## src/hw/rtl/rtsp_th_pkg.sv

```systemverilog
// Shared types, keyword tables and the segment decode function of the transport header parser.
package rtsp_th_pkg;

    localparam int KW_COUNT         = 20;
    localparam int DEST_BYTES_DEF   = 64;
    localparam int SOURCE_BYTES_DEF = 64;
    localparam logic [31:0] SAT_COUNT = 32'h7FFF_FFFF;

    // Keyword indexes, in match priority order
    localparam int KW_RTP_UDP    = 0;
    localparam int KW_RTP_TCP    = 1;
    localparam int KW_RAW_UDP    = 2;
    localparam int KW_RTP_AVP    = 3;
    localparam int KW_UNICAST    = 4;
    localparam int KW_MULTICAST  = 5;
    localparam int KW_PLAY       = 6;
    localparam int KW_PLAY_Q     = 7;
    localparam int KW_RECORD     = 8;
    localparam int KW_RECORD_Q   = 9;
    localparam int KW_DEST       = 10;
    localparam int KW_SOURCE     = 11;
    localparam int KW_SSRC       = 12;
    localparam int KW_SERVER     = 13;
    localparam int KW_PORT       = 14;
    localparam int KW_CLIENT     = 15;
    localparam int KW_INTERLEAVE = 16;
    localparam int KW_TTL        = 17;
    localparam int KW_LAYERS     = 18;
    localparam int KW_APPEND     = 19;

    // Bit k set: keyword k ignores letter case / takes a value after it
    localparam logic [KW_COUNT-1:0] KW_NOCASE = 20'b1000_0001_1111_1111_1111;
    localparam logic [KW_COUNT-1:0] KW_PREFIX = 20'b0111_1111_1100_0000_0000;

    // Character codes
    localparam logic [7:0] CH_COMMA = 8'h2C;
    localparam logic [7:0] CH_CR    = 8'h0D;
    localparam logic [7:0] CH_LF    = 8'h0A;
    localparam logic [7:0] CH_NUL   = 8'h00;
    localparam logic [7:0] CH_SEMI  = 8'h3B;
    localparam logic [7:0] CH_DASH  = 8'h2D;

    typedef enum logic [4:0] {
        KIND_NONE, KIND_TRANSPORT, KIND_MULTICAST, KIND_MODE, KIND_APPEND,
        KIND_CLIENT, KIND_SERVER, KIND_MCAST_PORT, KIND_INTERLEAVED, KIND_TTL,
        KIND_LAYERS, KIND_SSRC, KIND_DEST_CHAR, KIND_SOURCE_CHAR, KIND_DEST_END,
        KIND_SOURCE_END, KIND_ERROR
    } kind_t;

    // Number scanner phases
    typedef enum logic [2:0] {
        PH_START, PH_FIRST, PH_DASH, PH_SECOND, PH_AFTER1, PH_AFTER2, PH_NONE
    } phase_t;

    typedef struct packed {
        logic        valid;
        kind_t       kind;
        logic [31:0] v1;
        logic [15:0] v2;
    } res_t;

    typedef struct packed {
        logic        last_of_item;
        logic        header_done;
        logic [15:0] v2;
        logic [31:0] v1;
        kind_t       kind;
    } out_t;

    function automatic logic [7:0] to_lower(input logic [7:0] c);
        logic [7:0] r;
        r = c;
        if (c >= 8'h41 && c <= 8'h5A) r = c + 8'd32;
        return r;
    endfunction

    function automatic logic [3:0] kw_len(input int k);
        logic [3:0] r;
        case (k)
            KW_RTP_UDP, KW_RTP_TCP, KW_RAW_UDP, KW_PLAY_Q, KW_RECORD: r = 4'd11;
            KW_RTP_AVP, KW_UNICAST, KW_SOURCE, KW_LAYERS:            r = 4'd7;
            KW_MULTICAST, KW_PLAY:                                   r = 4'd9;
            KW_RECORD_Q:                                             r = 4'd13;
            KW_DEST, KW_SERVER, KW_CLIENT, KW_INTERLEAVE:            r = 4'd12;
            KW_SSRC, KW_PORT:                                        r = 4'd5;
            KW_TTL:                                                  r = 4'd4;
            default:                                                 r = 4'd6;
        endcase
        return r;
    endfunction

    // Lower-case character of keyword k at position pos (pos below its length)
    function automatic logic [7:0] kw_byte(input int k, input logic [3:0] pos);
        logic [103:0] txt;
        logic [3:0]   idx;
        case (k)
            KW_RTP_UDP:    txt = 104'("rtp/avp/udp");
            KW_RTP_TCP:    txt = 104'("rtp/avp/tcp");
            KW_RAW_UDP:    txt = 104'("raw/raw/udp");
            KW_RTP_AVP:    txt = 104'("rtp/avp");
            KW_UNICAST:    txt = 104'("unicast");
            KW_MULTICAST:  txt = 104'("multicast");
            KW_PLAY:       txt = 104'("mode=play");
            KW_PLAY_Q:     txt = 104'("mode=\"play\"");
            KW_RECORD:     txt = 104'("mode=record");
            KW_RECORD_Q:   txt = 104'("mode=\"record\"");
            KW_DEST:       txt = 104'("destination=");
            KW_SOURCE:     txt = 104'("source=");
            KW_SSRC:       txt = 104'("ssrc=");
            KW_SERVER:     txt = 104'({"server_", "port="});
            KW_PORT:       txt = 104'("port=");
            KW_CLIENT:     txt = 104'({"client_", "port="});
            KW_INTERLEAVE: txt = 104'("interleaved=");
            KW_TTL:        txt = 104'("ttl=");
            KW_LAYERS:     txt = 104'("layers=");
            default:       txt = 104'("append");
        endcase
        idx = kw_len(k) - pos - 4'd1;
        return txt[idx*8 +: 8];
    endfunction

    // Result of closing a segment
    function automatic res_t finish_seg(input logic [KW_COUNT-1:0] cand,
                                        input logic [7:0] seglen,
                                        input logic [31:0] nf,
                                        input logic [15:0] ns,
                                        input phase_t ph,
                                        input logic [7:0] strlen);
        res_t        r;
        logic        found;
        int          hit;
        logic        one;
        logic        two;
        logic        m;
        logic [15:0] f;
        r     = '0;
        found = 1'b0;
        hit   = 0;
        for (int k = 0; k < KW_COUNT; k++) begin
            if (k == KW_SSRC)     m = (seglen == 8'd13);
            else if (KW_PREFIX[k]) m = (seglen >= {4'd0, kw_len(k)});
            else                   m = (seglen == {4'd0, kw_len(k)});
            if (!found && cand[k] && m) begin
                found = 1'b1;
                hit   = k;
            end
        end
        one = (ph == PH_FIRST) || (ph == PH_DASH) || (ph == PH_AFTER1);
        two = (ph == PH_SECOND) || (ph == PH_AFTER2);
        f   = nf[15:0] & 16'hFFFE;
        if (found) begin
            case (hit)
                KW_RTP_UDP, KW_RTP_AVP: begin
                    r.valid = 1'b1; r.kind = KIND_TRANSPORT;
                end
                KW_RTP_TCP: begin
                    r.valid = 1'b1; r.kind = KIND_TRANSPORT; r.v1 = 32'd1;
                end
                KW_RAW_UDP: begin
                    r.valid = 1'b1; r.kind = KIND_TRANSPORT; r.v1 = 32'd2;
                end
                KW_UNICAST: begin
                    r.valid = 1'b1; r.kind = KIND_MULTICAST;
                end
                KW_MULTICAST: begin
                    r.valid = 1'b1; r.kind = KIND_MULTICAST; r.v1 = 32'd1;
                end
                KW_PLAY, KW_PLAY_Q: begin
                    r.valid = 1'b1; r.kind = KIND_MODE; r.v1 = 32'd1;
                end
                KW_RECORD, KW_RECORD_Q: begin
                    r.valid = 1'b1; r.kind = KIND_MODE; r.v1 = 32'd2;
                end
                KW_DEST: begin
                    r.valid = 1'b1; r.kind = KIND_DEST_END; r.v1 = {24'd0, strlen};
                end
                KW_SOURCE: begin
                    r.valid = 1'b1; r.kind = KIND_SOURCE_END; r.v1 = {24'd0, strlen};
                end
                KW_SSRC: begin
                    r.valid = 1'b1; r.kind = KIND_SSRC; r.v1 = nf;
                end
                KW_SERVER, KW_PORT, KW_CLIENT: begin
                    r.kind = (hit == KW_SERVER) ? KIND_SERVER :
                             (hit == KW_PORT) ? KIND_MCAST_PORT : KIND_CLIENT;
                    r.valid = one || two;
                    if (two) begin
                        r.v1 = nf; r.v2 = ns;
                    end else begin
                        r.v1 = {16'd0, f}; r.v2 = f + 16'd1;
                    end
                end
                KW_INTERLEAVE: begin
                    r.kind  = KIND_INTERLEAVED;
                    r.valid = one || two;
                    r.v1    = nf;
                    if (two)                 r.v2 = ns;
                    else if (nf >= 32'hFFFF) r.v2 = 16'hFFFF;
                    else                     r.v2 = nf[15:0] + 16'd1;
                end
                KW_TTL, KW_LAYERS: begin
                    r.kind  = (hit == KW_TTL) ? KIND_TTL : KIND_LAYERS;
                    r.valid = one;
                    r.v1    = nf;
                end
                default: begin
                    r.valid = 1'b1; r.kind = KIND_APPEND; r.v1 = 32'd1;
                end
            endcase
        end
        return r;
    endfunction

endpackage

```

## src/hw/rtl/rtsp_transport_header_parser.sv

```systemverilog
// Top level of the RTSP Transport header parser: byte register, decode, result queue.
//
// Takes the header value one byte per beat and gives one byte per clock sustained: each byte
// is registered, decoded by one pass of matcher and accumulator logic and pushed as zero, one
// or two results into a four-entry result queue. Both results of a byte are written into the
// queue in the same cycle, the first ahead of the second. s_tready falls only while the queue
// has fewer than two free entries, so with a downstream that takes every beat no byte is ever
// stalled. m_tlast marks the result that ends or fails the header; m_tdata bit 53 marks the
// last result caused by one input byte.
module rtsp_transport_header_parser #(
    parameter int DEST_BYTES   = rtsp_th_pkg::DEST_BYTES_DEF,
    parameter int SOURCE_BYTES = rtsp_th_pkg::SOURCE_BYTES_DEF
) (
    input  logic        aclk,
    input  logic        aresetn,
    input  logic        s_tvalid,
    output logic        s_tready,
    input  logic [7:0]  s_tdata,   // [7:0] text_byte
    input  logic        s_tlast,   // end_of_text
    output logic        m_tvalid,
    input  logic        m_tready,
    output logic [55:0] m_tdata,   // [4:0] item_kind, [36:5] value_first, [52:37] value_second,
                                   // [53] last_of_item, [55:54] zero
    output logic        m_tlast    // header_done
);
    import rtsp_th_pkg::*;

    // Input byte register
    logic        st1_valid_reg;
    logic [7:0]  st1_byte_reg;
    logic        st1_eot_reg;
    logic        proc;

    // Parser state
    logic [7:0]          seg_len_reg,  seg_len_next;
    logic [KW_COUNT-1:0] cand_reg,     cand_next;
    logic [31:0]         nf_reg,       nf_next;
    logic [15:0]         ns_reg,       ns_next;
    phase_t              phase_reg,    phase_next;
    logic [7:0]          str_len_reg,  str_len_next;
    logic                stopped_reg,  stopped_next;

    // Result queue
    out_t        fifo_reg [4];
    logic [1:0]  wr_ptr_reg;
    logic [1:0]  rd_ptr_reg;
    logic [2:0]  count_reg;
    logic [1:0]  push_n;
    out_t        res0, res1;
    logic        pop;

    assign proc     = st1_valid_reg && (count_reg <= 3'd2);
    assign s_tready = !st1_valid_reg || proc;
    assign pop      = m_tvalid && m_tready;

    always_ff @(posedge aclk) begin
        if (!aresetn) begin
            st1_valid_reg <= 1'b0;
        end else if (s_tready) begin
            st1_valid_reg <= s_tvalid;
        end
        if (s_tready) begin
            st1_byte_reg <= s_tdata;
            st1_eot_reg  <= s_tlast;
        end
    end

    // Decode of one byte
    logic [7:0]          c;
    logic                eot, is_term, is_semi;
    logic [KW_COUNT-1:0] cand_tk;
    logic                val_found;
    int                  valk;
    logic                nocase_k;
    logic [7:0]          cmp_c;
    logic                is_str, is_num, fail, done;
    logic [8:0]          str_inc;
    logic [8:0]          limit;
    logic [31:0]         nf_tk;
    logic [15:0]         ns_tk;
    phase_t              ph_tk;
    logic [7:0]          str_tk;
    logic                is_dec, is_hex, hexmode, pairmode, satmode, is_digit;
    logic [3:0]          dig;
    logic [31:0]         nf_x10;
    logic [31:0]         sat_lim;
    logic [20:0]         ns_v;
    res_t                fin, chr;
    logic                fin_use;

    always_comb begin
        c       = st1_byte_reg;
        eot     = st1_eot_reg;
        is_term = (c == CH_COMMA) || (c == CH_CR) || (c == CH_LF) || (c == CH_NUL);
        is_semi = (c == CH_SEMI);

        // keyword candidates and the keyword whose value this byte belongs to
        cand_tk   = cand_reg;
        val_found = 1'b0;
        valk      = 0;
        for (int k = 0; k < KW_COUNT; k++) begin
            nocase_k = KW_NOCASE[k] && !(k == KW_APPEND && seg_len_reg == 8'd0);
            cmp_c    = nocase_k ? to_lower(c) : c;
            if (cand_reg[k]) begin
                if (seg_len_reg < {4'd0, kw_len(k)}) begin
                    if (cmp_c != kw_byte(k, seg_len_reg[3:0])) cand_tk[k] = 1'b0;
                end else if (KW_PREFIX[k]) begin
                    if (!val_found) begin
                        val_found = 1'b1;
                        valk      = k;
                    end
                end else begin
                    cand_tk[k] = 1'b0;
                end
            end
        end

        // destination / source text
        is_str  = val_found && (valk == KW_DEST || valk == KW_SOURCE);
        limit   = (valk == KW_DEST) ? 9'(DEST_BYTES) : 9'(SOURCE_BYTES);
        str_inc = {1'b0, str_len_reg} + 9'd1;
        fail    = is_str && (str_inc >= limit);
        str_tk  = str_len_reg;
        chr     = '0;
        if (is_str) begin
            chr.valid = 1'b1;
            if (fail) begin
                chr.kind = KIND_ERROR;
            end else begin
                chr.kind = (valk == KW_DEST) ? KIND_DEST_CHAR : KIND_SOURCE_CHAR;
                chr.v1   = {24'd0, c};
                str_tk   = str_inc[7:0];
            end
        end

        // number accumulation
        is_num   = val_found && (valk >= KW_SSRC);
        hexmode  = (valk == KW_SSRC);
        pairmode = (valk >= KW_SERVER) && (valk <= KW_INTERLEAVE);
        satmode  = (valk >= KW_INTERLEAVE);
        is_dec   = (c >= 8'h30) && (c <= 8'h39);
        is_hex   = hexmode && (to_lower(c) >= 8'h61) && (to_lower(c) <= 8'h66);
        is_digit = is_dec || is_hex;
        dig      = is_dec ? 4'(c - 8'h30) : 4'(to_lower(c) - 8'h57);
        nf_x10   = (nf_reg << 3) + (nf_reg << 1);
        sat_lim  = (dig > 4'd7) ? 32'd214748363 : 32'd214748364;
        ns_v     = {5'd0, ns_reg} * 21'd10 + {17'd0, dig};
        nf_tk    = nf_reg;
        ns_tk    = ns_reg;
        ph_tk    = phase_reg;
        if (is_num) begin
            unique case (phase_reg)
                PH_START: begin
                    if (is_digit) begin
                        nf_tk = {28'd0, dig}; ph_tk = PH_FIRST;
                    end else begin
                        ph_tk = PH_NONE;
                    end
                end
                PH_FIRST: begin
                    if (is_digit) begin
                        if (hexmode)       nf_tk = {nf_reg[27:0], dig};
                        else if (satmode)  nf_tk = (nf_reg > sat_lim) ? SAT_COUNT
                                                   : nf_x10 + {28'd0, dig};
                        else               nf_tk = {16'd0, nf_x10[15:0] + {12'd0, dig}};
                    end else if (pairmode && c == CH_DASH) begin
                        ph_tk = PH_DASH;
                    end else begin
                        ph_tk = PH_AFTER1;
                    end
                end
                PH_DASH: begin
                    if (is_digit) begin
                        ns_tk = {12'd0, dig}; ph_tk = PH_SECOND;
                    end else begin
                        ph_tk = PH_AFTER1;
                    end
                end
                PH_SECOND: begin
                    if (is_digit) begin
                        ns_tk = (satmode && ns_v > 21'hFFFF) ? 16'hFFFF : ns_v[15:0];
                    end else begin
                        ph_tk = PH_AFTER2;
                    end
                end
                default: ;
            endcase
        end

        // segment close, on the old state for terminators and semicolons, else on the updated one
        if (is_term || is_semi)
            fin = finish_seg(cand_reg, seg_len_reg, nf_reg, ns_reg, phase_reg, str_len_reg);
        else
            fin = finish_seg(cand_tk, (seg_len_reg == 8'hFF) ? 8'hFF : seg_len_reg + 8'd1,
                             nf_tk, ns_tk, ph_tk, str_tk);
        fin_use = is_term || is_semi || (eot && !fail);
        done    = is_term || fail || eot;

        // assemble up to two results
        res0   = '0;
        res1   = '0;
        push_n = 2'd0;
        if (!stopped_reg) begin
            if (!is_term && !is_semi && chr.valid) begin
                res0   = '{1'b0, 1'b0, chr.v2, chr.v1, chr.kind};
                push_n = 2'd1;
                if (fin_use && fin.valid) begin
                    res1   = '{1'b0, 1'b0, fin.v2, fin.v1, fin.kind};
                    push_n = 2'd2;
                end
            end else if (fin_use && fin.valid) begin
                res0   = '{1'b0, 1'b0, fin.v2, fin.v1, fin.kind};
                push_n = 2'd1;
            end
            if (done && push_n == 2'd0) begin
                res0.kind = KIND_NONE;
                push_n    = 2'd1;
            end
            if (push_n == 2'd2) begin
                res1.header_done  = done;
                res1.last_of_item = 1'b1;
            end else if (push_n == 2'd1) begin
                res0.header_done  = done;
                res0.last_of_item = 1'b1;
            end
        end
        if (!proc) push_n = 2'd0;

        // state update
        seg_len_next = seg_len_reg;
        cand_next    = cand_reg;
        nf_next      = nf_reg;
        ns_next      = ns_reg;
        phase_next   = phase_reg;
        str_len_next = str_len_reg;
        stopped_next = stopped_reg;
        if (proc) begin
            if (stopped_reg ? eot : (done || is_semi)) begin
                seg_len_next = '0;
                cand_next    = '1;
                nf_next      = '0;
                ns_next      = '0;
                phase_next   = PH_START;
                str_len_next = '0;
                stopped_next = stopped_reg ? 1'b0 : (done && !eot);
            end else if (!stopped_reg) begin
                seg_len_next = (seg_len_reg == 8'hFF) ? 8'hFF : seg_len_reg + 8'd1;
                cand_next    = cand_tk;
                nf_next      = nf_tk;
                ns_next      = ns_tk;
                phase_next   = ph_tk;
                str_len_next = str_tk;
            end
        end
    end

    always_ff @(posedge aclk) begin
        if (!aresetn) begin
            seg_len_reg <= '0;
            cand_reg    <= '1;
            nf_reg      <= '0;
            ns_reg      <= '0;
            phase_reg   <= PH_START;
            str_len_reg <= '0;
            stopped_reg <= 1'b0;
        end else begin
            seg_len_reg <= seg_len_next;
            cand_reg    <= cand_next;
            nf_reg      <= nf_next;
            ns_reg      <= ns_next;
            phase_reg   <= phase_next;
            str_len_reg <= str_len_next;
            stopped_reg <= stopped_next;
        end
    end

    // Result queue pointers and storage
    always_ff @(posedge aclk) begin
        if (!aresetn) begin
            wr_ptr_reg <= '0;
            rd_ptr_reg <= '0;
            count_reg  <= '0;
        end else begin
            wr_ptr_reg <= wr_ptr_reg + push_n;
            rd_ptr_reg <= rd_ptr_reg + {1'b0, pop};
            count_reg  <= count_reg + {1'b0, push_n} - {2'd0, pop};
        end
        if (push_n != 2'd0) fifo_reg[wr_ptr_reg] <= res0;
        if (push_n == 2'd2) fifo_reg[wr_ptr_reg + 2'd1] <= res1;
    end

    out_t head;
    assign head     = fifo_reg[rd_ptr_reg];
    assign m_tvalid = (count_reg != 3'd0);
    assign m_tdata  = {2'b00, head.last_of_item, head.v2, head.v1, head.kind};
    assign m_tlast  = head.header_done;

    // Checks
    a_count_bound: assert property (@(posedge aclk) disable iff (!aresetn)
        count_reg <= 3'd4) else $error("result queue over full");
    a_done_is_last: assert property (@(posedge aclk) disable iff (!aresetn)
        m_tvalid && m_tlast |-> m_tdata[53]) else $error("header end not last of byte");
    a_no_push_when_idle: assert property (@(posedge aclk) disable iff (!aresetn)
        !proc |-> push_n == 2'd0) else $error("result pushed without a byte");
    a_reset_empty: assert property (@(posedge aclk)
        !aresetn |=> !m_tvalid) else $error("output valid after reset");

endmodule
```

## config.mk

```make
export PLATFORM = sky130hd
export DESIGN_NAME = rtsp_transport_header_parser
export DESIGN_NICKNAME = d
export VERILOG_FILES = /design/src/hw/rtl/rtsp_th_pkg.sv /design/src/hw/rtl/rtsp_transport_header_parser.sv
export SDC_FILE = /design/constraint.sdc
export NUM_CORES = 1
export LEC_CHECK = 0
export BUFFER_PORTS_ARGS = -buffer_cell sky130_fd_sc_hd__buf_2
export CAP_MARGIN = 15
export CORE_MARGIN = 2
export CORE_UTILIZATION = 31
export DETAILED_ROUTE_END_ITERATION = 12
export SKIP_CTS_REPAIR_TIMING = 1
export SLEW_MARGIN = 30
export SYNTH_ARGS = -nofsm -noshare
export SYNTH_HDL_FRONTEND = slang
export SYNTH_SLANG_ARGS = --single-unit
export TNS_END_PERCENT = 30
```

## constraint.sdc

```tcl
create_clock -name aclk -period 10.7 [get_ports aclk]
set_input_delay 1.07 -clock aclk [delete_from_list [all_inputs] [get_ports aclk]]
set_output_delay 1.07 -clock aclk [all_outputs]
set_load 0.005 [all_outputs]
```

Yosys cells after proc, flatten, opt, wreduce, memory -nomap -nowiden
Memories as Yosys holds them, arrays and structs flattened. A register that Yosys moved wholly into a read port is not among the register bits.
Cells that the tools add are included.
{ "op_classes": {"reduce_logical": 186, "n_addsub": 58, "n_shift": 20, "n_eq_ne": 97, "n_mul": 1, "order_cmp": 45, "muxes": 447} }
{ "ops": {"columns": ["op", "n"], "rows": [
  ["$mux W104", 40],
  ["$mux W32", 70],
  ["$shiftx A104 B8 Y8", 20],
  ["$eq A32 B4 Y1 const B", 16],
  ["$eq A32 B5 Y1 const B", 13],
  ["$pmux W32 S5", 2],
  ["$mux W4", 79],
  ["$eq A32 B3 Y1 const B", 8],
  ["$mux W1", 188],
  ["$mux W55", 3],
  ["$mux W54", 3],
  ["$lt A8 B4 Y1", 20],
  ["$mux W16", 10],
  ["$ne A8 B8 Y1", 20],
  ["$eq A32 B2 Y1 const B", 4],
  ["$pmux W6 S9", 2],
  ["$mux W53", 2],
  ["$logic_and A1 B1 Y1", 96],
  ["$mux W48", 2],
  ["$pmux W16 S2", 3],
  ["$sub A4 B1 Y4 const B", 21],
  ["$eq A8 B4 Y1", 10],
  ["$mux W8", 10],
  ["$sub A4 B4 Y4", 20],
  ["59 further kinds", 192]
]} }
{ "totals": {"wordCells": 868, "memories": 1, "regBits": 105, "in_bits": 13, "output_inout_bits": 59, "ramBits": 220} }
{ "memory_table": {"columns": ["name", "depth", "width", "read_ports", "rd_clocked_by_memory_dff", "write_ports", "line_no", "source"], "rows": [
  ["fifo_reg", 4, 55, 1, 1, 2, "rtsp_transport_header_parser.sv:44", "out_t fifo_reg [4];"]
]} }

Logic depth before layout (Yosys ltp)
{ "depth": {"depth_word": 128, "mapped_depth": 31, "ltp_nobuf": 24} }

Least setup slack after synthesis
No wires, ideal clock.
{ "synth_path": {"path_kind": "reg-to-reg", "start": "register st1_byte_reg[0] (netlist: c[0])", "end": "memory fifo_reg[1][0] (netlist bit), enable pin", "period_less_slack_ns": 7.680, "required_ns": 10.077, "n_path_buf": 6, "setup_ns": 0.623, "t_arrival_ns": 7.057, "stages_incl_launch_ff": 24, "setup_slack_ns": 3.020, "cell_sequence": "edfxtp_1 > clkbuf_1 > inv_1 > clkbuf_1 > buf_1 > ha_1 > or4b_1 > o21a_1 > o311ai_2 > buf_4 > xnor2_1 > nand2_1 > nor4_1 > a311oi_2 > a211o_1 > a31o_2 > o31ai_4 > clkbuf_1 > ha_1 > o21ai_0 > nand2_1 > nand2_1 > clkbuf_1 > nand2_1"} }
{ "synth_rtl": {"columns": ["element", "line_no", "source"], "rows": [
  ["from (decl)", "rtsp_transport_header_parser.sv:30", "logic [7:0] st1_byte_reg;"],
  ["from (signal assigned)", "rtsp_transport_header_parser.sv:63", "st1_byte_reg <= s_tdata;"],
  ["to (decl)", "rtsp_transport_header_parser.sv:44", null]
]} }

==> flow_metrics.py <==
metrics = {
    "run_status": {
        "status": "finished, final reports clean",
    },
    "detailed_routing": {
        "wl_per_cell_um": 23.12,
        "drt_iter0_markers": 3819,
        "drc_errors": 0,
        "antenna_left": 0,
        "wirelength_mm": 108.4,
        "drt-vias-per-instance": 6.078,
        "met3_length_mm": 9.561,
        "m1WireLength_mm": 48.53,
        "highest_layer": "met5",
        "vias": 28510,
        "dr_wl_met2_mm": 47.00,
        "drtPass1Iterations": 6,
    },
    "clock_network": {
        "htree_num_levels": 2,
        "worstSkewPairLatency_ns": 0.59,
        "cts_buffers": 40,
        "cts.sinks": 325,
        "cts_root_buf": "clkbuf_16",
        "cts_tree": "built",
        "clkSlewWorstSetupHoldPaths_ns": 0.06,
        "cts.path.max_buffers": 3,
    },
    "pwr": {
        "power_density_nw_per_um2": 118.2,
        "p_leak_nw": 10.74,
        "ir_drop_v": 0.0001060,
    },
    "min_path": {
        "hold_class": "reg -> reg",
    },
    "cells_and_area": {
        "syn_to_final_growth_pct": 9.975,
        "largest_register_ff_count": 220,
        "fin_area_um2": 31840,
        "layout-drive-gt1-share_pct": 11.18,
        "fillCellCount": 9636,
        "nets": 3530,
        "fin_util_pct": 34.27,
        "n_antenna_cell": 0,
    },
    "logic_synthesis": {
        "synth_area_leaders": "edfxtp_1, dfxtp_1, nor2_1",
        "synth_compound_area_share_pct": 25.49,
        "synth_top_area_cell": "edfxtp_1",
        "ys_seq_elements": 325,
        "seq_area_frac_synth_pct": 30.25,
        "netlist_area_um2": 28950,
        "synthSimpleGateAreaFrac_pct": 24.72,
        "synth.avg_cell_area_um2": 8.343,
        "synthArstFlopShare_pct": 0,
        "synth_top_family_by_area": "compound AO/OA/AOI/OAI gates",
        "ys_types": 122,
        "synthMuxAreaShare_pct": 5.411,
        "synth_cells": 3470,
        "synth_enable_flop_cells": 225,
        "synthAdderAreaFrac_pct": 5.014,
        "ys_dominant_reg_cell": "edfxtp_1",
        "yosys_warnings": 0,
        "synth_top_area_share_pct": 23.34,
        "synthXorXnorAreaFrac_pct": 4.599,
    },
    "critical_path": {
        "critPathRequiredTime_ns": 10.99,
        "start_kind": "flip-flop",
        "path_max_fanout": 29,
        "endpoint_kind": "flip-flop",
        "crit_arrival_ns": 9.17,
        "worstSetupPathType": "reg -> reg",
    },
    "timing": {
        "rsz0062_at_grt": "no",
        "hold-worst-slack_ns": 0.4774,
        "fin_skew_ns": 0.02712,
        "period_share_pct": 82.99,
        "tns_ns": 0,
        "worstMarginPinSlew_ns": 1.080,
        "final-hold-violation-count": 0,
        "setup_violations": 0,
        "relSlewSlack_pct": 27.54,
        "slew_violations": 0,
        "finalCriticalPeriod_ns": 8.880,
        "fmax_ghz": 0.1126,
        "fin_ws_ns": 1.820,
    },
    "floorplanning": {
        "core-area_um2": 92910,
        "die_h_um": 309.6,
        "start_util_pct": 31.16,
        "ioPinCount": 72,
        "rows": 112,
        "die_area_um2": 95840,
        "die_x_um": 309.6,
    },
    "placed_design": {
        "detailed_place_hpwl_mm": 78.86,
        "placed_area_um2": 30420,
        "place.port_buffers": 69,
        "gp_congestion": 0.9844,
        "dpl_worst_slack_ns": 1.760,
    },
    "grt": {
        "antenna_found_initial": 4,
        "grt_use_total_pct": 22.01,
        "grt_pass1_vias": 26330,
        "grt_overflow": 0,
        "grt_pass1_wl_mm": 165.5,
        "grt_max_degree": 97,
    },
    "run": {
        "cap_violations": 0,
    },
}
==> cell usage in the layout, fill, tap and decap left out, types with 39 or more instances in the layout <==
cell       count
a211oi_1      50
a21oi_1      175
a22oi_1       59
and2_1        50
and3_1        46
buf_2         69
buf_4         63
clkbuf_16     40
dfxtp_1       97
edfxtp_1     225
ha_1         107
inv_1         72
mux4_2        55
nand2_1      268
nand2b_1      50
nand3_1      126
nand4_1       47
nor2_1       410
nor2b_1      102
nor3_1       101
nor4_1        39
o211ai_1      43
o21ai_0      217
o22ai_1       52
or3_1         39
xnor2_1      114
==> cell usage after synthesis (all sizes together), types with 15 or more instances <==
library cell	count
o22ai	52
a221oi	18
o211ai	45
a21boi	24
buf	67
a31oi	38
and2	50
or2	29
o311ai	16
nor3	104
edfxtp	225
o21a	32
a211oi	55
a21o	28
nand2b	51
inv	75
o211a	21
nand4	48
clkbuf	176
nand3	128
mux2i	26
and3	46
or4	21
nand2	276
mux4	55
a22oi	67
a21oi	181
nor4	44
or3	39
o21ai	233
xnor2	115
xor2	37
nor2b	102
a2111oi	15
nor2	413
dfxtp	100
o31ai	35
ha	108
==> kinds of logic (layout without fill, tap and decap cells) <==
| group | count (synthesis) | count (layout) |
|---|---|---|
| AO/OA/AOI/OAI | 1051 | 1051 |
| XOR/XNOR | 152 | 152 |
| adder cells (fa/ha/maj) | 113 | 113 |
| buffers and inverters | 323 | 288 |
| flip-flops | 325 | 325 |
| multiplexers | 87 | 87 |
| other | 1 | 2 |
| AND/OR/NAND/NOR | 1418 | 1418 |
==> area by class of cell <==
type	count	area [um2]	area share, %
tap	1254	1569	4.928
multi-input combinational	2823	18980	59.62
inverter	80	300.3	0.9432
clock buffer	45	1030	3.234
timing repair buffer	134	840.8	2.641
clock inverter	29	351.6	1.104
sequential	325	8765	27.53
==> stage by stage <==
| stage | total power, mW | cells |
|---|---|---|
| 3_5_place_dp | 2.353 | 4616 |
| 6_report | 3.763 | 4690 |
| 4_1_cts | 3.779 | 4690 |
| 5_1_grt | 3.912 | 4690 |
| 3_3_place_gp | 2.348 | 4615 |
| 2_1_floorplan | 2.029 | 3471 |
==> path summary, 6_finish.rpt <==
check                         startpoint                          end  slack, ns  depth (start not counted)
min reg2reg  fifo_reg[1][4]$_SDFFE_PP0N_  fifo_reg[1][4]$_SDFFE_PP0N_       0.48                          2
max reg2reg  seg_len_reg[0]$_SDFFE_PN0P_     fifo_reg[1][5]$_DFFE_PP_       1.82                         26
max          seg_len_reg[0]$_SDFFE_PN0P_     fifo_reg[1][5]$_DFFE_PP_       1.82                         26
min          fifo_reg[1][4]$_SDFFE_PP0N_  fifo_reg[1][4]$_SDFFE_PP0N_       0.48                          2
==> worst max-delay path, cell delays in order (launching register included) <==
cell	delay, ns
dfxtp_1	0.68
buf_4	0.39
clkinv_1	0.37
ha_1	0.34
ha_1	0.81
nand2b_1	0.42
o21ai_0	0.15
mux2i_1	0.20
xnor2_1	0.08
nor4b_1	0.65
a2bb2oi_1	0.18
nand2b_1	0.22
a211o_1	0.30
nor2_1	0.20
nor2_1	0.15
o31ai_4	0.25
buf_4	0.30
inv_2	0.17
ha_1	0.22
nor2b_1	0.17
o21ai_0	0.33
nand2_1	0.23
and2_1	0.23
a21oi_2	0.16
buf_4	0.36
or2_1	0.78
o22ai_1	0.20
==> power by group <==
group | switching, mW | internal, mW | total [mW]
sequential | 0.0584 | 1.38 | 1.44
combinational | 0.536 | 0.365 | 0.902
clock | 0.595 | 0.831 | 1.43
total | 1.19 | 2.57 | 3.76
==> routing by layer <==
metal | track usage (%) | vias up
li1 | - | 13030
met5 | 0 | -
met2 | 33.06 | 1498
met1 | 32.23 | 13770
met3 | 3.176 | 204
met4 | 6.988 | 2
No activity file was read; power rests on OpenSTA's default activity.
